==> config.mk <==
export PLATFORM = sky130hd
export DESIGN_NAME = mesh_packet_header_deframer_flat
export DESIGN_NICKNAME = d
export VERILOG_FILES = /design/src/design/mpd_pkg.sv /design/src/design/mpd_in_if.sv /design/src/design/mpd_out_if.sv /design/src/design/mpd_front.sv /design/src/design/mpd_queue.sv /design/src/design/mpd_back.sv /design/src/design/mesh_packet_header_deframer.sv /design/src/flat_wrapper.sv
export SDC_FILE = /design/constraint.sdc
export NUM_CORES = 1
export LEC_CHECK = 0
export ABC_CLOCK_PERIOD_IN_PS = 5470
export BUFFER_PORTS_ARGS = -buffer_cell sky130_fd_sc_hd__buf_2
export CORE_UTILIZATION = 35
export CTS_CLUSTER_DIAMETER = 60
export CTS_CLUSTER_SIZE = 16
export DETAILED_ROUTE_END_ITERATION = 8
export PLACE_DENSITY = 0.6
export SYNTH_ARGS = -nofsm -noshare
export SYNTH_HDL_FRONTEND = slang
export SYNTH_SLANG_ARGS = --single-unit
==> constraint.sdc <==
create_clock -name i_clk -period 5.47 [get_ports i_clk]
set_input_delay 0.547 -clock i_clk [delete_from_list [all_inputs] [get_ports i_clk]]
set_output_delay 0.547 -clock i_clk [all_outputs]
set_load 0.02 [all_outputs]
==> src/design/mpd_pkg.sv <==
`default_nettype none

package mpd_pkg;

    // Hash length in bytes for the destination and source address fields.
    localparam int HASH_BYTES = 16;

    // Byte position counter; saturates at its all-ones value.
    localparam int POS_W = 11;

    // Default depth of the front-to-back queue.
    localparam int Q_DEPTH = 2;

    // Configuration port.
    localparam int CFG_ADDR_W = 3;
    localparam int CFG_DATA_W = 32;
    localparam logic [CFG_ADDR_W-1:0] ADDR_DEFAULT_CONTEXT = 3'h0;

    // Header bit positions.
    localparam int HDR_IFAC_BIT  = 7;
    localparam int HDR_TWO_BIT   = 6;
    localparam int HDR_CTX_BIT   = 5;
    localparam int HDR_PROP_BIT  = 4;
    localparam int HDR_DEST_HI   = 3;
    localparam int HDR_DEST_LO   = 2;
    localparam int HDR_PTYPE_HI  = 1;
    localparam int HDR_PTYPE_LO  = 0;

    typedef logic [POS_W-1:0] t_pos;
    typedef logic [POS_W:0]   t_pos_ext;

    localparam t_pos     POS_LIMIT = '1;
    localparam t_pos_ext DST_END   = t_pos_ext'(2 + HASH_BYTES);
    localparam t_pos_ext HASH_EXT  = t_pos_ext'(HASH_BYTES);

    typedef enum logic [2:0] {
        KIND_HEADER  = 3'd0,
        KIND_HOPS    = 3'd1,
        KIND_DEST    = 3'd2,
        KIND_SOURCE  = 3'd3,
        KIND_CONTEXT = 3'd4,
        KIND_PAYLOAD = 3'd5
    } t_kind;

    // One classified beat, passed from the front to the back.
    typedef struct packed {
        t_kind       kind;
        logic [7:0]  data;
        logic        last;
        logic        trunc;
        logic [7:0]  hdr;
        logic [7:0]  hops;
        logic        ctx_ok;
        logic [7:0]  ctx_byte;
    } t_entry;

endpackage

`default_nettype wire

==> src/design/mpd_in_if.sv <==
`default_nettype none

interface mpd_in_if;
    logic       valid;
    logic       ready;
    logic [7:0] data_byte;
    logic       last_byte;

    modport source (output valid, output data_byte, output last_byte, input ready);
    modport sink   (input valid, input data_byte, input last_byte, output ready);
endinterface

`default_nettype wire

==> src/design/mpd_out_if.sv <==
`default_nettype none

interface mpd_out_if;
    logic       valid;
    logic       ready;
    logic [2:0] field_kind;
    logic [7:0] byte_value;
    logic       packet_end;
    logic       status;
    logic       ifac_flag;
    logic       two_address;
    logic       has_context;
    logic       propagation;
    logic [1:0] dest_kind;
    logic [1:0] kind_of_packet;
    logic [7:0] hop_count;
    logic [7:0] context_value;

    modport source (
        output valid, output field_kind, output byte_value, output packet_end,
        output status, output ifac_flag, output two_address, output has_context,
        output propagation, output dest_kind, output kind_of_packet,
        output hop_count, output context_value,
        input  ready
    );
    modport sink (
        input  valid, input field_kind, input byte_value, input packet_end,
        input  status, input ifac_flag, input two_address, input has_context,
        input  propagation, input dest_kind, input kind_of_packet,
        input  hop_count, input context_value,
        output ready
    );
endinterface

`default_nettype wire

==> src/design/mpd_front.sv <==
`default_nettype none

module mpd_front (
    input  wire              i_clk,
    input  wire              i_rst_n,
    mpd_in_if.sink           i_in,
    input  wire              i_q_full,
    output logic             o_push,
    output mpd_pkg::t_entry  o_entry
);

    mpd_pkg::t_pos     r_pos;
    mpd_pkg::t_pos     n_pos;
    logic [7:0]        r_hdr;
    logic [7:0]        n_hdr;
    logic [7:0]        r_hops;
    logic [7:0]        n_hops;
    logic [7:0]        r_ctx;
    logic [7:0]        n_ctx;

    logic              accept;
    logic [7:0]        hdr;
    logic [7:0]        hops;
    logic              two;
    logic              ctx;
    mpd_pkg::t_pos_ext pos_ext;
    mpd_pkg::t_pos_ext pos_next;
    mpd_pkg::t_pos_ext src_end;
    mpd_pkg::t_pos_ext required;
    mpd_pkg::t_kind    kind;
    logic              trunc;

    assign i_in.ready = !i_q_full;
    assign accept     = i_in.valid && !i_q_full;
    assign o_push     = accept;

    assign pos_ext  = {1'b0, r_pos};
    assign pos_next = pos_ext + mpd_pkg::t_pos_ext'(1);

    always_comb begin
        hdr  = (r_pos == '0) ? i_in.data_byte : r_hdr;
        if (r_pos == mpd_pkg::t_pos'(1)) begin
            hops = i_in.data_byte;
        end else if (r_pos == '0) begin
            hops = '0;
        end else begin
            hops = r_hops;
        end
        two      = hdr[mpd_pkg::HDR_TWO_BIT];
        ctx      = hdr[mpd_pkg::HDR_CTX_BIT];
        src_end  = mpd_pkg::DST_END + (two ? mpd_pkg::HASH_EXT : '0);
        required = src_end + mpd_pkg::t_pos_ext'(ctx);
        trunc    = pos_next < required;

        priority if (r_pos == '0) begin
            kind = mpd_pkg::KIND_HEADER;
        end else if (r_pos == mpd_pkg::t_pos'(1)) begin
            kind = mpd_pkg::KIND_HOPS;
        end else if (pos_ext < mpd_pkg::DST_END) begin
            kind = mpd_pkg::KIND_DEST;
        end else if (pos_ext < src_end) begin
            kind = mpd_pkg::KIND_SOURCE;
        end else if (ctx && pos_ext == src_end) begin
            kind = mpd_pkg::KIND_CONTEXT;
        end else begin
            kind = mpd_pkg::KIND_PAYLOAD;
        end

        o_entry.kind     = kind;
        o_entry.data     = i_in.data_byte;
        o_entry.last     = i_in.last_byte;
        o_entry.trunc    = trunc;
        o_entry.hdr      = hdr;
        o_entry.hops     = hops;
        o_entry.ctx_ok   = ctx && !trunc;
        o_entry.ctx_byte = (kind == mpd_pkg::KIND_CONTEXT) ? i_in.data_byte : r_ctx;
    end

    always_comb begin
        n_pos  = r_pos;
        n_hdr  = r_hdr;
        n_hops = r_hops;
        n_ctx  = r_ctx;
        if (accept) begin
            if (r_pos == '0) begin
                n_hdr = i_in.data_byte;
            end
            if (r_pos == mpd_pkg::t_pos'(1)) begin
                n_hops = i_in.data_byte;
            end
            if (kind == mpd_pkg::KIND_CONTEXT) begin
                n_ctx = i_in.data_byte;
            end
            // Restart on the last beat, otherwise advance and hold at the limit.
            if (i_in.last_byte) begin
                n_pos = '0;
            end else if (r_pos != mpd_pkg::POS_LIMIT) begin
                n_pos = r_pos + mpd_pkg::t_pos'(1);
            end
        end
    end

    always_ff @(posedge i_clk) begin
        if (!i_rst_n) begin
            r_pos  <= '0;
            r_hdr  <= '0;
            r_hops <= '0;
            r_ctx  <= '0;
        end else begin
            r_pos  <= n_pos;
            r_hdr  <= n_hdr;
            r_hops <= n_hops;
            r_ctx  <= n_ctx;
        end
    end

    a_restart_after_last: assert property (@(posedge i_clk) disable iff (!i_rst_n)
        (accept && i_in.last_byte) |=> (r_pos == '0))
        else $error("position not cleared after last beat");

    a_hold_without_accept: assert property (@(posedge i_clk) disable iff (!i_rst_n)
        !accept |=> (r_pos == $past(r_pos) && r_hdr == $past(r_hdr)))
        else $error("front state moved without an accepted beat");

endmodule

`default_nettype wire

==> src/design/mpd_queue.sv <==
`default_nettype none

module mpd_queue #(
    parameter int DEPTH = mpd_pkg::Q_DEPTH
) (
    input  wire              i_clk,
    input  wire              i_rst_n,
    input  wire              i_push,
    input  mpd_pkg::t_entry  i_entry,
    output logic             o_full,
    input  wire              i_pop,
    output logic             o_valid,
    output mpd_pkg::t_entry  o_entry
);

    localparam int PTR_W = (DEPTH > 1) ? $clog2(DEPTH) : 1;
    localparam int CNT_W = $clog2(DEPTH + 1);
    localparam logic [PTR_W-1:0] PTR_LAST = PTR_W'(DEPTH - 1);
    localparam logic [CNT_W-1:0] CNT_FULL = CNT_W'(DEPTH);

    mpd_pkg::t_entry  r_mem [DEPTH];
    logic [PTR_W-1:0] r_wr;
    logic [PTR_W-1:0] n_wr;
    logic [PTR_W-1:0] r_rd;
    logic [PTR_W-1:0] n_rd;
    logic [CNT_W-1:0] r_count;
    logic [CNT_W-1:0] n_count;
    logic             do_push;
    logic             do_pop;

    assign o_full  = (r_count == CNT_FULL);
    assign o_valid = (r_count != '0);
    assign o_entry = r_mem[r_rd];
    assign do_push = i_push && !o_full;
    assign do_pop  = i_pop && o_valid;

    always_comb begin
        n_wr    = r_wr;
        n_rd    = r_rd;
        n_count = r_count;
        if (do_push) begin
            n_wr = (r_wr == PTR_LAST) ? '0 : r_wr + PTR_W'(1);
        end
        if (do_pop) begin
            n_rd = (r_rd == PTR_LAST) ? '0 : r_rd + PTR_W'(1);
        end
        unique case ({do_push, do_pop})
            2'b10:   n_count = r_count + CNT_W'(1);
            2'b01:   n_count = r_count - CNT_W'(1);
            default: n_count = r_count;
        endcase
    end

    always_ff @(posedge i_clk) begin
        if (!i_rst_n) begin
            r_wr    <= '0;
            r_rd    <= '0;
            r_count <= '0;
        end else begin
            r_wr    <= n_wr;
            r_rd    <= n_rd;
            r_count <= n_count;
        end
    end

    always_ff @(posedge i_clk) begin
        if (do_push) begin
            r_mem[r_wr] <= i_entry;
        end
    end

    a_count_bound: assert property (@(posedge i_clk) disable iff (!i_rst_n)
        r_count <= CNT_FULL)
        else $error("queue count above depth");

    a_no_push_when_full: assert property (@(posedge i_clk) disable iff (!i_rst_n)
        o_full |-> !i_push)
        else $error("push into a full queue");

endmodule

`default_nettype wire

==> src/design/mpd_back.sv <==
`default_nettype none

module mpd_back (
    input  wire              i_clk,
    input  wire              i_rst_n,
    input  wire  [7:0]       i_default_context,
    input  wire              i_q_valid,
    input  mpd_pkg::t_entry  i_entry,
    output logic             o_pop,
    mpd_out_if.source        o_out
);

    logic       r_valid;
    logic       n_valid;
    logic [2:0] r_kind;
    logic [7:0] r_byte;
    logic       r_end;
    logic       r_status;
    logic       r_ifac;
    logic       r_two;
    logic       r_ctx;
    logic       r_prop;
    logic [1:0] r_dest;
    logic [1:0] r_ptype;
    logic [7:0] r_hops;
    logic [7:0] r_ctx_val;

    logic [7:0] hdr;
    logic       last;

    // Load a new beat when the output stage is empty or being drained.
    assign o_pop   = i_q_valid && (!r_valid || o_out.ready);
    assign hdr     = i_entry.hdr;
    assign last    = i_entry.last;

    always_comb begin
        n_valid = r_valid;
        if (o_pop) begin
            n_valid = 1'b1;
        end else if (o_out.ready) begin
            n_valid = 1'b0;
        end
    end

    always_ff @(posedge i_clk) begin
        if (!i_rst_n) begin
            r_valid <= 1'b0;
        end else begin
            r_valid <= n_valid;
        end
    end

    // Decoded fields read zero except on the last beat of a packet.
    always_ff @(posedge i_clk) begin
        if (o_pop) begin
            r_kind    <= i_entry.kind;
            r_byte    <= i_entry.data;
            r_end     <= last;
            r_status  <= last && i_entry.trunc;
            r_ifac    <= last && hdr[mpd_pkg::HDR_IFAC_BIT];
            r_two     <= last && hdr[mpd_pkg::HDR_TWO_BIT];
            r_ctx     <= last && hdr[mpd_pkg::HDR_CTX_BIT];
            r_prop    <= last && hdr[mpd_pkg::HDR_PROP_BIT];
            r_dest    <= last ? hdr[mpd_pkg::HDR_DEST_HI:mpd_pkg::HDR_DEST_LO] : '0;
            r_ptype   <= last ? hdr[mpd_pkg::HDR_PTYPE_HI:mpd_pkg::HDR_PTYPE_LO] : '0;
            r_hops    <= last ? i_entry.hops : '0;
            r_ctx_val <= !last ? '0 :
                         (i_entry.ctx_ok ? i_entry.ctx_byte : i_default_context);
        end
    end

    assign o_out.valid          = r_valid;
    assign o_out.field_kind     = r_kind;
    assign o_out.byte_value     = r_byte;
    assign o_out.packet_end     = r_end;
    assign o_out.status         = r_status;
    assign o_out.ifac_flag      = r_ifac;
    assign o_out.two_address    = r_two;
    assign o_out.has_context    = r_ctx;
    assign o_out.propagation    = r_prop;
    assign o_out.dest_kind      = r_dest;
    assign o_out.kind_of_packet = r_ptype;
    assign o_out.hop_count      = r_hops;
    assign o_out.context_value  = r_ctx_val;

    a_quiet_midpacket: assert property (@(posedge i_clk) disable iff (!i_rst_n)
        (r_valid && !r_end) |-> (r_status == 1'b0 && r_hops == '0 && r_ctx_val == '0))
        else $error("decoded fields set on a beat that is not last");

    a_no_pop_while_held: assert property (@(posedge i_clk) disable iff (!i_rst_n)
        (r_valid && !o_out.ready) |-> !o_pop)
        else $error("output stage overwritten while stalled");

endmodule

`default_nettype wire

==> src/design/mesh_packet_header_deframer.sv <==
// Channel    Dir  Handshake        Beat
// i_in       in   valid/ready      data_byte, last_byte
// o_out      out  valid/ready      field_kind, byte_value, end flags, decoded header
// cfg (APB)  in   psel/penable     default_context at byte address 0
//
// One byte a cycle while the queue has room: the front classifies a byte in the
// cycle it is accepted, with one position counter and compare.
// An accepted byte passes through the queue, then the output register, to o_out.
// Reset is synchronous, active low; it clears the counter, header stores and queue.
// The two-entry queue lets the front keep taking bytes while o_out is stalled;
// i_in.ready drops only when the queue is full.

`default_nettype none

module mesh_packet_header_deframer #(
    parameter int Q_DEPTH = mpd_pkg::Q_DEPTH
) (
    input  wire                              i_clk,
    input  wire                              i_rst_n,
    mpd_in_if.sink                           i_in,
    mpd_out_if.source                        o_out,
    input  wire                              psel,
    input  wire                              penable,
    input  wire                              pwrite,
    input  wire  [mpd_pkg::CFG_ADDR_W-1:0]   paddr,
    input  wire  [mpd_pkg::CFG_DATA_W-1:0]   pwdata,
    output logic [mpd_pkg::CFG_DATA_W-1:0]   prdata,
    output logic                             pready
);

    logic [7:0]      r_def_ctx;
    logic [7:0]      n_def_ctx;
    logic            cfg_wr;

    logic            push;
    logic            q_full;
    logic            q_valid;
    logic            pop;
    mpd_pkg::t_entry front_entry;
    mpd_pkg::t_entry back_entry;

    assign pready = 1'b1;
    assign cfg_wr = psel && penable && pwrite && (paddr == mpd_pkg::ADDR_DEFAULT_CONTEXT);

    always_comb begin
        n_def_ctx = r_def_ctx;
        if (cfg_wr) begin
            n_def_ctx = pwdata[7:0];
        end
        prdata = '0;
        if (paddr == mpd_pkg::ADDR_DEFAULT_CONTEXT) begin
            prdata = mpd_pkg::CFG_DATA_W'(r_def_ctx);
        end
    end

    always_ff @(posedge i_clk) begin
        if (!i_rst_n) begin
            r_def_ctx <= '0;
        end else begin
            r_def_ctx <= n_def_ctx;
        end
    end

    mpd_front u_front (
        .i_clk    (i_clk),
        .i_rst_n  (i_rst_n),
        .i_in     (i_in),
        .i_q_full (q_full),
        .o_push   (push),
        .o_entry  (front_entry)
    );

    mpd_queue #(
        .DEPTH (Q_DEPTH)
    ) u_queue (
        .i_clk   (i_clk),
        .i_rst_n (i_rst_n),
        .i_push  (push),
        .i_entry (front_entry),
        .o_full  (q_full),
        .i_pop   (pop),
        .o_valid (q_valid),
        .o_entry (back_entry)
    );

    mpd_back u_back (
        .i_clk             (i_clk),
        .i_rst_n           (i_rst_n),
        .i_default_context (r_def_ctx),
        .i_q_valid         (q_valid),
        .i_entry           (back_entry),
        .o_pop             (pop),
        .o_out             (o_out)
    );

endmodule

`default_nettype wire

==> src/flat_wrapper.sv <==
// flat-port wrapper written by rule: the top's interface ports become plain ports
module mesh_packet_header_deframer_flat 
#(
    parameter int Q_DEPTH = mpd_pkg::Q_DEPTH
)
  (i_clk, i_rst_n, psel, penable, pwrite, paddr, pwdata, prdata, pready, i_in_valid, i_in_data_byte, i_in_last_byte, i_in_ready, o_out_valid, o_out_field_kind, o_out_byte_value, o_out_packet_end, o_out_status, o_out_ifac_flag, o_out_two_address, o_out_has_context, o_out_propagation, o_out_dest_kind, o_out_kind_of_packet, o_out_hop_count, o_out_context_value, o_out_ready);
  mpd_in_if i_in_i ();
  mpd_out_if o_out_i ();
  input  wire i_clk;
  input  wire i_rst_n;
  input  wire psel;
  input  wire penable;
  input  wire pwrite;
  input  wire  [mpd_pkg::CFG_ADDR_W-1:0] paddr;
  input  wire  [mpd_pkg::CFG_DATA_W-1:0] pwdata;
  output logic [mpd_pkg::CFG_DATA_W-1:0] prdata;
  output logic pready;
  input wire logic [$bits(i_in_i.valid)-1:0] i_in_valid;
  input wire logic [$bits(i_in_i.data_byte)-1:0] i_in_data_byte;
  input wire logic [$bits(i_in_i.last_byte)-1:0] i_in_last_byte;
  output wire logic [$bits(i_in_i.ready)-1:0] i_in_ready;
  output wire logic [$bits(o_out_i.valid)-1:0] o_out_valid;
  output wire logic [$bits(o_out_i.field_kind)-1:0] o_out_field_kind;
  output wire logic [$bits(o_out_i.byte_value)-1:0] o_out_byte_value;
  output wire logic [$bits(o_out_i.packet_end)-1:0] o_out_packet_end;
  output wire logic [$bits(o_out_i.status)-1:0] o_out_status;
  output wire logic [$bits(o_out_i.ifac_flag)-1:0] o_out_ifac_flag;
  output wire logic [$bits(o_out_i.two_address)-1:0] o_out_two_address;
  output wire logic [$bits(o_out_i.has_context)-1:0] o_out_has_context;
  output wire logic [$bits(o_out_i.propagation)-1:0] o_out_propagation;
  output wire logic [$bits(o_out_i.dest_kind)-1:0] o_out_dest_kind;
  output wire logic [$bits(o_out_i.kind_of_packet)-1:0] o_out_kind_of_packet;
  output wire logic [$bits(o_out_i.hop_count)-1:0] o_out_hop_count;
  output wire logic [$bits(o_out_i.context_value)-1:0] o_out_context_value;
  input wire logic [$bits(o_out_i.ready)-1:0] o_out_ready;
  assign i_in_i.valid = i_in_valid;
  assign i_in_i.data_byte = i_in_data_byte;
  assign i_in_i.last_byte = i_in_last_byte;
  assign i_in_ready = i_in_i.ready;
  assign o_out_valid = o_out_i.valid;
  assign o_out_field_kind = o_out_i.field_kind;
  assign o_out_byte_value = o_out_i.byte_value;
  assign o_out_packet_end = o_out_i.packet_end;
  assign o_out_status = o_out_i.status;
  assign o_out_ifac_flag = o_out_i.ifac_flag;
  assign o_out_two_address = o_out_i.two_address;
  assign o_out_has_context = o_out_i.has_context;
  assign o_out_propagation = o_out_i.propagation;
  assign o_out_dest_kind = o_out_i.dest_kind;
  assign o_out_kind_of_packet = o_out_i.kind_of_packet;
  assign o_out_hop_count = o_out_i.hop_count;
  assign o_out_context_value = o_out_i.context_value;
  assign o_out_i.ready = o_out_ready;
  mesh_packet_header_deframer #(.Q_DEPTH(Q_DEPTH)) u_core (.i_clk(i_clk), .i_rst_n(i_rst_n), .i_in(i_in_i), .o_out(o_out_i), .psel(psel), .penable(penable), .pwrite(pwrite), .paddr(paddr), .pwdata(pwdata), .prdata(prdata), .pready(pready));
endmodule
==> flow_summary.json, run 1 <==
{
  "gp_congestion": 0.8022,
  "start_util_pct": 35.73,
  "syn_to_final_growth_pct": 17.51,
  "synth_edf_count": 113,
  "die_w_um": 143.0,
  "antenna_left": 0,
  "report.final.slew_viol_count": 0,
  "io_pins": 123,
  "finalNetCount": 671,
  "crit_fanout": 12,
  "arrival_ns": 4.05,
  "num_vias": 4227,
  "min_period_ns": 3.898,
  "portBuffers": 73,
  "avgSynthCellArea_sq_um": 12.88,
  "synth_area_sq_mm": 0.006954,
  "core-area_sq_mm": 0.01946,
  "rsz0062_at_grt": "false",
  "ctsHtreeMaxLevel": 4,
  "start_kind": "register",
  "ys_seq_area_share_pct": 62.90,
  "dp_hpwl_um": 8739,
  "drc": 0,
  "drt_iter0_drc": 239,
  "maxCapViolCount": 0,
  "antenna_found_initial": 0,
  "fin_skew_ns": 0.006786,
  "critPathCaptureType": "register",
  "path_class": "register to register",
  "p_leak_nw": 3.091,
  "synthCells": 540,
  "critical_path_required_ns": 5.63,
  "ys.flop_type": "edfxtp_1",
  "grt_pass1_vias": 4302,
  "cp.buffers_inverters": 2,
  "cpMaxStageDelayCell": "or4_1",
  "ir_drop_v": 0.0001675,
  "ys_ff_latch": 162,
  "whs_ns": 0.3682,
  "pre_cts_ws_ns": 1.638,
  "powerDensity_mw_per_mm2": 473.6,
  "track_usage_pct": 13.81,
  "cts_setup_buffers": 0,
  "clk_path_buf_depth": 2,
  "async_flop_share_pct": 0,
  "drtPass1Iterations": 4,
  "viasPerCell": 4.755,
  "clk_latency_ns": 0.42,
  "grt_max_degree": 40,
  "rows": 51,
  "clk_pin_slew_worst_paths_ns": 0.06,
  "cts_made_buffers": 17,
  "tritoncts": "done",
  "cts_hold_buf": 0,
  "slowest_delay_ns": 0.65,
  "outcome": "finished, final reports clean",
  "yosysTopAreaCell": "edfxtp_1",
  "final.setup.worst_slack_ns": 1.572,
  "crit_chain": "or4_1, nor4_2, buf_4, mux2i_1, inv_1, ha_1, and2_1, a221oi_1, nor2_1, nand3_2, mux2_2",
  "fin_tns_setup_ns": 0,
  "yosys-top-cells-area": "edfxtp_1 (49%), dfxtp_1 (14%), mux2i_1 (8.6%), mux2_2 (4.4%), nor2_1 (3.6%)",
  "synth_cell_types": 51,
  "wire_per_inst_um": 15.14,
  "grt_pass1_wl_um": 21430,
  "dieArea_sq_mm": 0.02044,
  "fmax_mhz": 256.6,
  "crit_family": "simple AND/OR/NAND/NOR gates",
  "n_antenna_cell": 0,
  "postRouteWirelength_um": 13460,
  "synth_top_area_share_pct": 48.79,
  "cts-root-buf": "clkbuf_16",
  "cts_resized": 0,
  "die_h_um": 143.0,
  "setup_viol": 0,
  "ys.warnings.count": 0,
  "grt_overflow": 0,
  "min_path_type": "input pin to register",
  "clock_sinks": 162,
  "fin_crit_sh_pct": 71.25,
  "layout-drive-gt1-share_pct": 24.36,
  "final-hold-violation-count": 0,
  "slew_headroom_pct": 39.54,
  "tightest_slew_ns": 0.9050
}
area by class of cell:
class	instances	area, sq um
Inverter	9	33.78
Timing Repair Buffer	80	417.9
Clock inverter	14	235.2
Multi-Input combinational cell	341	2349
Fill cell	1776	11290
Clock buffer	18	429.2
Tap cell	265	331.6
Sequential cell	162	4375
layout by cell type (no fill, tap or decap), drive strengths merged, types with 10 or more instances in the layout:
cell    Yosys  layout
conb        2      25
clkbuf     17      18
mux2       27      27
o21ai      12      12
nand2      26      26
nor2       68      68
a21oi      22      22
edfxtp    113     113
mux2i      60      60
buf        34      80
dfxtp      49      49
and2       10      10
worst min-delay path, cell delays in order:
cell and delay (ns):
buf_2 0.08, mux2i_1 0.05, nor2_1 0.07
sequential cells by signal (all words and copies together), names as in the netlist, named ones only:
name                                cells
u_core.u_back.o_out.two_address         1
u_core.u_front.r_hdr                    8
u_core.u_back.o_out.packet_end          1
u_core.u_back.o_out.dest_kind           2
u_core.u_front.r_hops                   8
u_core.u_queue.r_count                  2
u_core.u_front.r_ctx                    8
u_core.u_back.o_out.valid               1
u_core.u_back.o_out.kind_of_packet      2
u_core.u_back.o_out.field_kind          3
u_core.u_queue.r_wr                     1
u_core.u_back.o_out.hop_count           8
u_core.u_front.r_pos                   11
u_core.u_back.o_out.propagation         1
u_core.u_back.o_out.ifac_flag           1
u_core.u_back.o_out.context_value       8
u_core.u_back.o_out.byte_value          8
u_core.u_queue.r_mem                   76
u_core.u_back.o_out.has_context         1
u_core.r_def_ctx                        8
u_core.u_back.o_out.status              1
u_core.u_queue.r_rd                     1
metal layers:
layer	vias up	track usage, %	wire length [um]	share of wire, %
met5	-	0	0	0
met1	2072	15.41	5947	44
met2	88	25.37	6898	51
met3	12	3.789	477	3.5
met4	0	4.131	135	1.0
li1	2055	-	-	-
synth_stat cells, drive strengths merged, types with 3 or more instances:
cell	number
nor4	4
inv	8
mux2	27
o21a	3
buf	34
nand2	26
a211oi	9
xnor2	6
a22o	8
nor3	9
or3	3
ha	9
mux2i	60
nand3	5
nand3b	4
or4	3
o21ai	12
nor2	68
and3	4
dfxtp	49
clkbuf	17
xor2	3
and2	10
edfxtp	113
a21oi	22
nand4	6
per-stage QoR:
step	total power (W)	utilization [%]	instance area [sq um]	cells
after floorplan	0.002317	-	7041	563
after global placement	0.002565	38.57	7507	857
after detailed placement	0.002587	38.57	7507	857
after CTS	0.003918	41.99	8172	889
after global routing	0.004049	41.99	8172	889
final	0.003870	41.99	8172	889
cell families (layout without fill, tap and decap cells):
logic type      Yosys count  after routing  share of synthesized area [%]
flops                   162            162                          62.90
simple gates            150            150                          10.81
mux                      87             87                          13.01
compound gates           61             61                          5.578
buf+inv                  60            121                          4.840
fa+ha+maj                 9              9                          1.619
xor+xnor                  9              9                          1.134
other cells               2             25                         0.1080
worst paths after layout:
check,from,endpoint,slack [ns],cells past startpoint
worst min register to register,u_core.u_front.r_ctx[1],u_core.u_front.r_ctx[1],0.46,2
worst min-delay path,pwdata[1],u_core.r_def_ctx[1],0.37,3
worst max-delay path,u_core.u_front.r_pos[2],u_core.u_queue.r_mem[1][3],1.57,11
worst max register to register,u_core.u_front.r_pos[2],u_core.u_queue.r_mem[1][3],1.57,11
power breakdown:
group	internal (W)	switching, W
Sequential	0.00164	0.0000711
Clock	0.000855	0.000475
Combinational	0.000271	0.000562
Total	0.00276	0.00111
Note: power is estimated with default switching activity, not from simulation.
==> run 2: changes to the inputs <==
ABC_CLOCK_PERIOD_IN_PS = 3500   (was 5470)
PLACE_DENSITY = 0.62   (was 0.6)
clock period = 3.5 ns   (was 5.47 ns; I/O delays follow)
==> run 2 against run 1 <==
Effect of this change:
- critical path type unchanged
- fmax grew 19%
- final cell count grew 1.2%
- highest routed layer unchanged
- sequential cell count is the same
- clock skew grew 0.0023 ns
- clock-buffer cell count grew 4
- critical endpoint is now u_core.u_queue.r_mem[1][6]
- via count grew 2.5%
- die area is the same
- clock power grew 26%
==> flow_summary.json, run 2 (synthesis results as in run 1) <==
{
  "grt_pass1_wl_um": 21460,
  "die_w_um": 143.0,
  "n_fill_cell": 1769,
  "cp.buffers_inverters": 1,
  "fmax_mhz": 304.9,
  "cp-endpoint": "u_core.u_queue.r_mem[1][6]",
  "crit_chain": "or4_4, nor4_4, mux2i_2, inv_1, ha_1, and2_1, a221oi_2, nor2_1, nand3_2, mux2_2",
  "ctsHtreeMaxLevel": 4,
  "layoutNonFillerInstCount": 900,
  "r2r_start": "u_core.u_front.r_pos[2]",
  "crit_fanout": 8,
  "fin_skew_ns": 0.009094,
  "drtPass1Iterations": 5,
  "reg_top3": "u_core.u_queue.r_mem: 76 flops, u_core.u_front.r_pos: 11 flops",
  "largest_register": "u_core.u_queue.r_mem",
  "final_common_cell": "edfxtp_1",
  "critical_path_required_ns": 3.65,
  "drc": 0,
  "path_class": "register to register",
  "multiInputGateArea_sq_mm": 0.002371,
  "dp_hpwl_um": 8834,
  "powerDensity_mw_per_mm2": 695.9,
  "io_pins": 123,
  "path_depth": 10,
  "min_period_ns": 3.279,
  "finalNetCount": 682,
  "seq_area_sq_mm": 0.004375,
  "clk_latency_ns": 0.41,
  "portBuffers": 73,
  "clock_sinks": 162,
  "syn_to_final_growth_pct": 17.16,
  "drt_iter0_drc": 395,
  "report.final.slew_viol_count": 0,
  "start_kind": "register",
  "cts-root-buf": "clkbuf_16",
  "n_antenna_cell": 0,
  "maxCapViolCount": 0,
  "rows": 51,
  "clk_path_buf_depth": 2,
  "setup_viol": 0,
  "ir_drop_v": 0.0003172,
  "fin_crit_sh_pct": 93.70,
  "rsz0062_at_grt": "false",
  "track_usage_pct": 13.75,
  "slew_headroom_pct": 36.45,
  "layout-drive-gt1-share_pct": 25.35,
  "die_h_um": 143.0,
  "dp_cells": 867,
  "largest_reg_flops": 76,
  "cpMaxStageDelayCell": "or4_4",
  "start_util_pct": 35.73,
  "arrival_ns": 3.43,
  "utilization_pct": 41.86,
  "wire_per_inst_um": 14.94,
  "viasPerCell": 4.813,
  "antenna_left": 0,
  "cts_made_buffers": 17,
  "min_path_type": "input pin to register",
  "critPathCaptureType": "register",
  "critPathLaunch": "u_core.u_front.r_pos[2]",
  "mostFrequentLayoutCells": "edfxtp_1 (113), buf_2 (73), nor2_1 (65)",
  "grt_max_degree": 39,
  "num_vias": 4332,
  "tritoncts": "done",
  "clk_pin_slew_worst_paths_ns": 0.06,
  "crit_family": "simple AND/OR/NAND/NOR gates",
  "outcome": "finished, final reports clean",
  "r2r-end": "u_core.u_queue.r_mem[1][6]",
  "slowest_delay_ns": 0.58,
  "dieArea_sq_mm": 0.02044,
  "core-area_sq_mm": 0.01946,
  "reg2regPathDepth": 10,
  "final-hold-violation-count": 0,
  "tightest_slew_ns": 0.9521,
  "grt_pass1_vias": 4279,
  "grt_overflow": 0,
  "ff2ff_setup_slack_ns": 0.22,
  "gp_congestion": 0.7997,
  "p_leak_nw": 3.082,
  "antenna_found_initial": 0,
  "postRouteWirelength_um": 13450,
  "cts_hold_buf": 0
}
==> run 2: repair_timing <==
action                                  in CTS  in global routing
gates resized for setup                      2                  2
gates cloned                                 0                  0
endpoints found under the setup margin      16                 18
setup buffers                                1                  0
==> run 2: worst min-delay path by stage <==
stage,start,endpoint,depth (start not counted)
floorplan,u_core.u_front.r_ctx[0],u_core.u_front.r_ctx[0],2
global placement,u_core.u_front.r_ctx[0],u_core.u_front.r_ctx[0],2
detailed placement,u_core.u_front.r_ctx[7],u_core.u_front.r_ctx[7],2
CTS,pwdata[5],u_core.r_def_ctx[5],3
global route,pwdata[6],u_core.r_def_ctx[6],3
finish,pwdata[5],u_core.r_def_ctx[5],3
==> run 2: routing by layer <==
metal  part of all wire [%]  vias up  GRT usage, %
met5                      0        -             0
met4                    1.9        0         6.169
met3                    4.0       25         2.783
met2                     53      123         25.06
met1                     41     2111         15.37
li1                       -     2073             -
==> run 2: final cells by class <==
cell class,instances,share of cell area (%)
clock inverter,10,1.121
sequential,162,53.70
multi-input combinational,341,29.10
inverter,9,0.4146
tap,265,4.069
clock buffer,22,5.451
timing repair buffer,91,6.143
==> run 2: worst reg2reg max path, delay by kind of cell, from the launching register on <==
kind            cells  cell delay [ns]
mux                 2             0.70
compound gates      1             0.29
flops               1             0.31
buf+inv             1             0.10
fa+ha+maj           1             0.29
simple gates        5             1.32
==> run 2: through the flow <==
step / instance area, sq um / hold slack, ns / total power, W / TNS, ns / setup slack (ns)
after detailed placement: 7582 / 0.4523 / 0.004047 / -0.7424 / -0.05151
after CTS: 8138 / 0.1733 / 0.005733 / 0 / 0.004487
after floorplan: 7041 / 0.4345 / 0.003622 / 0 / 0.02134
final: 8148 / 0.1827 / 0.005670 / 0 / 0.2207
after global placement: 7582 / 0.4414 / 0.004010 / 0 / 0.1220
after global routing: 8148 / 0.1796 / 0.005950 / 0 / 0.05573
==> run 2: report_power, final <==
group          switching (W)  internal (W)
Sequential          0.000117       0.00256
Clock               0.000705      0.000976
Combinational       0.000880      0.000434
Total                0.00170       0.00397
